--- src/rtl/tols_pkg.sv ---
`default_nettype none
package tols_pkg;

  localparam int MAX_CITIES = 16;
  localparam int CITY_W     = 4;
  localparam int CNT_W      = 5;
  localparam int DIST_BITS  = 16;
  localparam int DIST_AW    = 2 * CITY_W;
  localparam int LEN_W      = 22;
  localparam int NB_W       = 11;
  localparam int RND_W      = 16;
  localparam int CFG_W      = 16;
  localparam int CFG_IDX_W  = 2;

  localparam logic [1:0] REQ_DIST = 2'd0;
  localparam logic [1:0] REQ_TOUR = 2'd1;
  localparam logic [1:0] REQ_RUN  = 2'd2;

  localparam logic [CFG_IDX_W-1:0] CFG_CITY_COUNT    = 2'd0;
  localparam logic [CFG_IDX_W-1:0] CFG_MAX_NEIGHBORS = 2'd1;
  localparam logic [CFG_IDX_W-1:0] CFG_MAX_ROUNDS    = 2'd2;

  typedef struct packed {
    logic [1:0]           req_type;
    logic [CITY_W-1:0]    row_index;
    logic [CITY_W-1:0]    col_index;
    logic [DIST_BITS-1:0] edge_length;
  } in_beat_t;

  typedef struct packed {
    logic [CITY_W-1:0] position;
    logic [CITY_W-1:0] city;
    logic [LEN_W-1:0]  tour_length;
    logic              round_limit_hit;
    logic              last;
  } out_beat_t;

endpackage
`default_nettype wire

--- src/rtl/two_opt_tour_local_search_unit.sv ---
`default_nettype none
// Best-improvement 2-opt search over a tour of up to 16 cities. Load beats (distance entries
// and tour cities) are taken one per cycle while the block is idle. A run beat holds the input
// for the whole search: every candidate (and the starting tour) is scored by walking the closed
// tour through the tour memory and then the distance memory; a reversal is applied one exchanged
// pair at a time (read both ends, then write both); the result tour then leaves one beat at a
// time, each beat read from the tour memory and held until the output is not stalled.
module two_opt_tour_local_search_unit (
  input  wire logic                          clk,
  input  wire logic                          rst_n,
  input  wire logic                          in_valid,
  output logic                               in_stall,
  input  wire tols_pkg::in_beat_t            in_data,
  output logic                               out_valid,
  input  wire logic                          out_stall,
  output tols_pkg::out_beat_t                out_data,
  input  wire logic                          cfg_we,
  input  wire logic [tols_pkg::CFG_IDX_W-1:0] cfg_index,
  input  wire logic [tols_pkg::CFG_W-1:0]    cfg_data
);
  import tols_pkg::*;

  typedef enum logic [3:0] {
    ST_IDLE, ST_WALK, ST_RND, ST_SW_RA, ST_SW_RB, ST_SW_WA, ST_SW_WB,
    ST_EM_RD, ST_EM_LD, ST_EM_WT
  } state_t;

  state_t state_r, state_nxt;

  logic [CNT_W-1:0]  city_count_r;
  logic [NB_W-1:0]   max_nb_r;
  logic [RND_W-1:0]  max_rounds_r;

  logic [CNT_W-1:0]  n_r, n_nxt;
  logic [RND_W-1:0]  cap_r, cap_nxt, rnd_r, rnd_nxt;
  logic              hit_r, hit_nxt, found_r, found_nxt, base_r, base_nxt;
  logic [CITY_W-1:0] i_r, i_nxt, j_r, j_nxt, bs_r, bs_nxt, be_r, be_nxt;
  logic [NB_W-1:0]   k_r, k_nxt;
  logic [LEN_W-1:0]  cur_r, cur_nxt, best_r, best_nxt, sum_r, sum_nxt;
  logic [CNT_W-1:0]  q_r, q_nxt;
  logic              rd_v_r, rd_v_nxt, first_r, first_nxt, dv_r, dv_nxt;
  logic [CITY_W-1:0] prev_r, prev_nxt, sa_r, sa_nxt, sb_r, sb_nxt, va_r, va_nxt;
  logic [CITY_W-1:0] p_r, p_nxt;
  logic              out_valid_r, out_valid_nxt;
  out_beat_t         out_r, out_nxt;

  logic [CITY_W-1:0] tour_mem [MAX_CITIES];
  logic [CITY_W-1:0] tour_rdata_r, tour_raddr, tour_waddr, tour_wdata;
  logic              tour_we;

  logic [DIST_BITS-1:0] dist_rdata;
  logic                 dist_we;

  logic              in_acc, issue, walk_done, better, cand_ok, p_last;
  logic [CITY_W-1:0] posq, ni, nj;
  logic [NB_W-1:0]   k1;
  logic [RND_W-1:0]  rnd1;

  function automatic logic [CITY_W-1:0] map_pos(input logic [CITY_W-1:0] pos,
                                                input logic [CITY_W-1:0] a,
                                                input logic [CITY_W-1:0] b);
    if (pos >= a && pos <= b) return CITY_W'(a + b - pos);
    return pos;
  endfunction

  assign in_stall  = (state_r != ST_IDLE);
  assign in_acc    = in_valid && !in_stall;
  assign out_valid = out_valid_r;
  assign out_data  = out_r;

  assign dist_we = in_acc && (in_data.req_type == REQ_DIST);

  tols_dist_mem u_dist (
    .clk   (clk),
    .we    (dist_we),
    .waddr ({in_data.row_index, in_data.col_index}),
    .wdata (in_data.edge_length),
    .raddr ({prev_r, tour_rdata_r}),
    .rdata (dist_rdata)
  );

  always_ff @(posedge clk) begin
    if (tour_we) begin
      tour_mem[tour_waddr] <= tour_wdata;
    end
    tour_rdata_r <= tour_mem[tour_raddr];
  end

  always_ff @(posedge clk) begin
    if (!rst_n) begin
      city_count_r <= CNT_W'(MAX_CITIES);
      max_nb_r     <= '1;
      max_rounds_r <= '1;
    end else if (cfg_we) begin
      unique case (cfg_index)
        CFG_CITY_COUNT:    city_count_r <= cfg_data[CNT_W-1:0];
        CFG_MAX_NEIGHBORS: max_nb_r     <= cfg_data[NB_W-1:0];
        CFG_MAX_ROUNDS:    max_rounds_r <= cfg_data[RND_W-1:0];
        default: ;
      endcase
    end
  end

  assign posq      = (q_r == n_r) ? '0 : q_r[CITY_W-1:0];
  assign issue     = (q_r <= n_r);
  assign walk_done = !issue && !rd_v_r && !dv_r;
  assign better    = (sum_r < best_r);
  assign k1        = k_r + 1'b1;
  assign rnd1      = rnd_r + 1'b1;
  assign p_last    = ({1'b0, p_r} + 1'b1 == n_r);

  always_comb begin
    if ({1'b0, j_r} + 5'd2 < n_r) begin
      ni = i_r;
      nj = j_r + 1'b1;
    end else begin
      ni = i_r + 1'b1;
      nj = i_r + 4'd2;
    end
    cand_ok = ({1'b0, ni} + 5'd2 < n_r) && (k1 < max_nb_r);
  end

  always_comb begin
    state_nxt = state_r;
    n_nxt = n_r; cap_nxt = cap_r; rnd_nxt = rnd_r; hit_nxt = hit_r;
    found_nxt = found_r; base_nxt = base_r;
    i_nxt = i_r; j_nxt = j_r; bs_nxt = bs_r; be_nxt = be_r; k_nxt = k_r;
    cur_nxt = cur_r; best_nxt = best_r; sum_nxt = sum_r;
    q_nxt = q_r; rd_v_nxt = 1'b0; first_nxt = first_r; dv_nxt = 1'b0; prev_nxt = prev_r;
    sa_nxt = sa_r; sb_nxt = sb_r; va_nxt = va_r; p_nxt = p_r;
    out_valid_nxt = out_valid_r; out_nxt = out_r;
    tour_raddr = '0;
    tour_we    = 1'b0;
    tour_waddr = in_data.row_index;
    tour_wdata = in_data.col_index;

    unique case (state_r)
      ST_IDLE: begin
        if (in_acc) begin
          if (in_data.req_type == REQ_TOUR) begin
            tour_we = 1'b1;
          end else if (in_data.req_type == REQ_RUN) begin
            if (city_count_r < 5'd4) n_nxt = 5'd4;
            else if (city_count_r > CNT_W'(MAX_CITIES)) n_nxt = CNT_W'(MAX_CITIES);
            else n_nxt = city_count_r;
            cap_nxt   = (max_rounds_r == '0) ? RND_W'(1) : max_rounds_r;
            rnd_nxt   = '0;
            hit_nxt   = 1'b0;
            i_nxt     = '0;
            j_nxt     = '0;
            base_nxt  = 1'b1;
            q_nxt     = '0;
            first_nxt = 1'b1;
            sum_nxt   = '0;
            state_nxt = ST_WALK;
          end
        end
      end
      ST_WALK: begin
        tour_raddr = map_pos(posq, i_r, j_r);
        if (issue) begin
          q_nxt    = q_r + 1'b1;
          rd_v_nxt = 1'b1;
        end
        if (rd_v_r) begin
          prev_nxt  = tour_rdata_r;
          first_nxt = 1'b0;
          dv_nxt    = !first_r;
        end
        if (dv_r) sum_nxt = sum_r + LEN_W'(dist_rdata);
        if (walk_done) begin
          q_nxt     = '0;
          first_nxt = 1'b1;
          sum_nxt   = '0;
          base_nxt  = 1'b0;
          if (base_r) begin
            cur_nxt   = sum_r;
            best_nxt  = sum_r;
            found_nxt = 1'b0;
            k_nxt     = '0;
            i_nxt     = 4'd1;
            j_nxt     = 4'd2;
            if (n_r > 5'd3 && max_nb_r != '0) begin
              state_nxt = ST_WALK;
            end else begin
              p_nxt     = '0;
              state_nxt = ST_EM_RD;
            end
          end else begin
            k_nxt = k1;
            if (better) begin
              best_nxt  = sum_r;
              bs_nxt    = i_r;
              be_nxt    = j_r;
              found_nxt = 1'b1;
            end
            i_nxt = ni;
            j_nxt = nj;
            state_nxt = cand_ok ? ST_WALK : ST_RND;
          end
        end
      end
      ST_RND: begin
        if (found_r) begin
          sa_nxt    = bs_r;
          sb_nxt    = be_r;
          state_nxt = ST_SW_RA;
        end else begin
          p_nxt     = '0;
          state_nxt = ST_EM_RD;
        end
      end
      ST_SW_RA: begin
        tour_raddr = sa_r;
        state_nxt  = ST_SW_RB;
      end
      ST_SW_RB: begin
        tour_raddr = sb_r;
        va_nxt     = tour_rdata_r;
        state_nxt  = ST_SW_WA;
      end
      ST_SW_WA: begin
        tour_we    = 1'b1;
        tour_waddr = sa_r;
        tour_wdata = tour_rdata_r;
        state_nxt  = ST_SW_WB;
      end
      ST_SW_WB: begin
        tour_we    = 1'b1;
        tour_waddr = sb_r;
        tour_wdata = va_r;
        sa_nxt     = sa_r + 1'b1;
        sb_nxt     = sb_r - 1'b1;
        if ({1'b0, sa_r} + 5'd1 < {1'b0, sb_r} - 5'd1) begin
          state_nxt = ST_SW_RA;
        end else begin
          cur_nxt = best_r;
          rnd_nxt = rnd1;
          if (rnd1 >= cap_r) begin
            hit_nxt   = 1'b1;
            p_nxt     = '0;
            state_nxt = ST_EM_RD;
          end else begin
            found_nxt = 1'b0;
            k_nxt     = '0;
            i_nxt     = 4'd1;
            j_nxt     = 4'd2;
            if (max_nb_r != '0) begin
              state_nxt = ST_WALK;
            end else begin
              p_nxt     = '0;
              state_nxt = ST_EM_RD;
            end
          end
        end
      end
      ST_EM_RD: begin
        tour_raddr = p_r;
        state_nxt  = ST_EM_LD;
      end
      ST_EM_LD: begin
        out_nxt.position        = p_r;
        out_nxt.city            = tour_rdata_r;
        out_nxt.tour_length     = cur_r;
        out_nxt.round_limit_hit = hit_r;
        out_nxt.last            = p_last;
        out_valid_nxt           = 1'b1;
        state_nxt               = ST_EM_WT;
      end
      ST_EM_WT: begin
        if (!out_stall) begin
          out_valid_nxt = 1'b0;
          if (p_last) begin
            state_nxt = ST_IDLE;
          end else begin
            p_nxt     = p_r + 1'b1;
            state_nxt = ST_EM_RD;
          end
        end
      end
      default: state_nxt = ST_IDLE;
    endcase
  end

  always_ff @(posedge clk) begin
    if (!rst_n) begin
      state_r     <= ST_IDLE;
      out_valid_r <= 1'b0;
      out_r       <= '0;
      rd_v_r      <= 1'b0;
      dv_r        <= 1'b0;
      first_r     <= 1'b1;
      q_r         <= '0;
      n_r         <= CNT_W'(MAX_CITIES);
      cap_r       <= '0;
      rnd_r       <= '0;
      hit_r       <= 1'b0;
      found_r     <= 1'b0;
      base_r      <= 1'b0;
      i_r         <= '0;
      j_r         <= '0;
      bs_r        <= '0;
      be_r        <= '0;
      k_r         <= '0;
      cur_r       <= '0;
      best_r      <= '0;
      sum_r       <= '0;
      p_r         <= '0;
    end else begin
      state_r     <= state_nxt;
      out_valid_r <= out_valid_nxt;
      out_r       <= out_nxt;
      rd_v_r      <= rd_v_nxt;
      dv_r        <= dv_nxt;
      first_r     <= first_nxt;
      q_r         <= q_nxt;
      n_r         <= n_nxt;
      cap_r       <= cap_nxt;
      rnd_r       <= rnd_nxt;
      hit_r       <= hit_nxt;
      found_r     <= found_nxt;
      base_r      <= base_nxt;
      i_r         <= i_nxt;
      j_r         <= j_nxt;
      bs_r        <= bs_nxt;
      be_r        <= be_nxt;
      k_r         <= k_nxt;
      cur_r       <= cur_nxt;
      best_r      <= best_nxt;
      sum_r       <= sum_nxt;
      p_r         <= p_nxt;
    end
  end

  always_ff @(posedge clk) begin
    prev_r <= prev_nxt;
    sa_r   <= sa_nxt;
    sb_r   <= sb_nxt;
    va_r   <= va_nxt;
  end

endmodule
`default_nettype wire

--- src/rtl/tols_dist_mem.sv ---
`default_nettype none
module tols_dist_mem (
  input  wire logic                           clk,
  input  wire logic                           we,
  input  wire logic [tols_pkg::DIST_AW-1:0]   waddr,
  input  wire logic [tols_pkg::DIST_BITS-1:0] wdata,
  input  wire logic [tols_pkg::DIST_AW-1:0]   raddr,
  output logic      [tols_pkg::DIST_BITS-1:0] rdata
);
  import tols_pkg::*;

  logic [DIST_BITS-1:0] mem [2**DIST_AW];

  always_ff @(posedge clk) begin
    if (we) begin
      mem[waddr] <= wdata;
    end
    rdata <= mem[raddr];
  end

endmodule
`default_nettype wire

--- config.mk ---
export PLATFORM = sky130hd
export DESIGN_NAME = two_opt_tour_local_search_unit
export DESIGN_NICKNAME = d
export VERILOG_FILES = /design/src/rtl/tols_pkg.sv /design/src/rtl/two_opt_tour_local_search_unit.sv /design/src/rtl/tols_dist_mem.sv
export SDC_FILE = /design/constraint.sdc
export NUM_CORES = 2
export LEC_CHECK = 0
export BUFFER_PORTS_ARGS = -buffer_cell sky130_fd_sc_hd__buf_4
export CAP_MARGIN = 10
export CELL_PAD_IN_SITES_DETAIL_PLACEMENT = 0
export CELL_PAD_IN_SITES_GLOBAL_PLACEMENT = 2
export CORE_UTILIZATION = 54
export CTS_CLUSTER_DIAMETER = 150
export DETAILED_ROUTE_END_ITERATION = 10
export GPL_TIMING_DRIVEN = 0
export PLACE_DENSITY_LB_ADDON = 0.05
export RECOVER_POWER = 25
export SETUP_SLACK_MARGIN = 0.4
export SKIP_CTS_REPAIR_TIMING = 1
export SKIP_LAST_GASP = 1
export SLEW_MARGIN = 10
export SYNTH_ARGS = -nofsm -noshare
export SYNTH_HDL_FRONTEND = slang
export SYNTH_HIERARCHICAL = 1
export SYNTH_MEMORY_MAX_BITS = 65536
export SYNTH_SLANG_ARGS = --single-unit
--- constraint.sdc ---
create_clock -name clk -period 9.08 [get_ports clk]
set_input_delay 0 -clock clk [delete_from_list [all_inputs] [get_ports clk]]
set_output_delay 0 -clock clk [all_outputs]
set_load 0.01 [all_outputs]
==> flow_summary.json <==
{
  "drt-wirelength-per-cell_um": 37.84,
  "synth_nets": 9253,
  "portBuffers": 81,
  "dr.pass1.iters": 6,
  "grt_pass1_wl_mm": 755.3,
  "grt.overflow.total": 0,
  "syn_area_um2": 174300,
  "powerDensity_nw_per_um2": 241.8,
  "cp-start-kind": "primary input",
  "placed_cells": 13780,
  "drt_iter0_drc": 13470,
  "grt_pass1_vias": 93730,
  "finalWirelength_mm": 556.0,
  "period_minus_slack_ns": 7.655,
  "die_x_um": 570.1,
  "grt_max_degree": 141,
  "coreArea_um2": 321100,
  "num_io_pins": 83,
  "p_leak_nw": 65.20,
  "yosysMostFrequentCell": "edfxtp_1",
  "num_rows": 208,
  "drv_cap": 37,
  "final_area_um2": 200800,
  "start_util_pct": 54.27,
  "fmaxAchievable_ghz": 0.1306,
  "fin_cells": 14690,
  "async_flop_share_pct": 0,
  "syn_inst": 9098,
  "yosys.area.top_type": "edfxtp_1",
  "drcViolationCount": 0,
  "ys_top_cells_by_count": "4176 x edfxtp_1, 797 x mux4_2, 634 x mux2i_1",
  "clk_path_buf_depth": 4,
  "htreeDepth": 5,
  "synth_area_leaders": "edfxtp_1 72%, mux4_2 10%, mux2i_1 3.6%, dfxtp_1 2.7%, o221ai_1 1.3%",
  "tightest_slew_ns": 6.601,
  "vias": 97480,
  "ys_seq_area_share_pct": 74.64,
  "total_power_mw": 48.56,
  "setup-tns-final_ns": 0,
  "hold_class": "primary input to flop",
  "cts_sinks": 4410,
  "vdd_drop_max_mv": 0.2020,
  "end_kind": "flop",
  "area.growth.synth_to_final_pct": 15.23,
  "cts-root-buf": "clkbuf_16",
  "die_height_um": 570.1,
  "worstSkewPairLatency_ns": 1.00,
  "via_per_inst": 6.634,
  "final_hold_viol_count": 0,
  "rsz0062_at_grt": "no",
  "cts_tree": "built",
  "yosys_warnings": 6,
  "numCtsBuffers": 447,
  "yosysUniqueCellTypes": 88,
  "yosysTopAreaCellShare_pct": 71.95,
  "ys.flop_type": "edfxtp_1",
  "finalClockSkew_ns": 0.03602,
  "antenna_left": 0,
  "crit_fanout": 114,
  "clkSlewWorstSetupHoldPaths_ns": 0.06,
  "dp_hpwl_mm": 391.2,
  "worstSetupPathType": "primary input to flop",
  "synth-seq-cells": 4410,
  "antenna_found_initial": 31,
  "setup_viol": 0,
  "slew_violations": 3219,
  "dieArea_um2": 325000,
  "status": "finished, violations left",
  "place_congestion": 0.9848,
  "grt.total_usage_pct": 34.01,
  "final_util_pct": 62.54,
  "synth-edff-count": 4176,
  "avgSynthCellArea_um2": 19.16,
  "period_share_pct": 84.30,
  "crit_required_ns": 8.94,
  "violations": "capacitance limit, slew limit",
  "worstPathArrival_ns": 7.51,
  "layout-drive-gt1-share_pct": 23.21,
  "layout.nets": 10160,
  "place_area_um2": 186300,
  "max_slew_margin_pct": -340.1
}
## routing by layer
metal / wire length (um) / global-route usage, % / share of wire, %
met3: 68520 / 9.747 / 12
met4: 27620 / 13.65 / 5.0
met2: 249600 / 51.16 / 45
met5: 87 / 0 / 0.016
met1: 210200 / 47.12 / 38
## cell type report
cell class	instances	area (um2)
tap	4305	5386
fill	22670	120300
clock buffer	547	11840
clock inverter	270	2521
sequential	4410	130100
multi-input combinational	4063	41820
antenna	16	40.04
inverter	86	322.8
buffer	539	3083
timing repair buffer	457	5741
## cells in the final DEF (no fill, tap or decap), types with 78 or more instances in the layout
master         count
clkinv_1         105
clkbuf_16        457
nor2_1           172
mux2i_1          634
dfxtp_1          234
a21oi_1          252
buf_8            207
mux4_2           797
nor2_2           225
buf_4            103
buf_6            106
clkbuf_1         394
nand3_1          101
nand2_1          343
inv_1             83
mux2_2            89
edfxtp_1        4176
ha_1             102
o22ai_1          149
buf_2             90
clkinv_2          86
o221ai_1         252
o21ai_0           95
nor3_1           106
dlygate4sd3_1     78
## cells by family (layout without fill, tap and decap cells)
kind of cell / after synthesis / count (layout) / synth area share, %
compound gates: 1164 / 1164 / 4.680
xor+xnor: 60 / 60 / 0.3015
fa+ha+maj: 106 / 106 / 0.7782
buf+inv: 625 / 1899 / 1.932
flops: 4410 / 4410 / 74.64
mux: 1523 / 1523 / 14.53
other cells: 0 / 16 / 0
simple gates: 1210 / 1210 / 3.139
## registers in the layout (all words and copies together) (netlist names), 11 cells and up
register      count
cur_r            22
max_rounds_r     16
out_data         32
cap_r            16
u_dist/mem     4096
sum_r            22
best_r           22
u_dist/rdata     16
k_r              11
rnd_r            16
tour_mem         64
max_nb_r         11
## stage by stage
stage	setup WS [ns]	hold WS [ns]
6_report	1.425	0.01672
4_1_cts	2.254	-0.8011
3_5_place_dp	2.300	0.2219
3_3_place_gp	1.323	0.2147
2_1_floorplan	5.230	0.09887
5_1_grt	1.026	0.04414
## path summary, 6_finish.rpt
| kind | from | slack [ns] | endpoint | cells after the start |
|---|---|---|---|---|
| worst min-delay path | out_stall | 0.02 | state_r[3] | 5 |
| worst max register to register | tour_rdata_r[2] | 1.94 | u_dist/rdata[12] | 9 |
| worst max-delay path | in_data[6] | 1.43 | u_dist/mem[195][6] | 3 |
| worst min register to register | first_r | 0.42 | dv_r | 1 |
## where the power goes
group / total, mW / internal, mW / switching [mW]
Clock: 18.2 / 10.5 / 7.76
Sequential: 22.4 / 22.4 / 0.0742
Combinational: 7.89 / 2.80 / 5.08
## worst max-delay path: stages
cell and delay [ns]:
dlygate4sd3_1 0.52, clkbuf_1 2.32, clkbuf_1 4.33
Note: power is estimated with default switching activity, not from simulation.
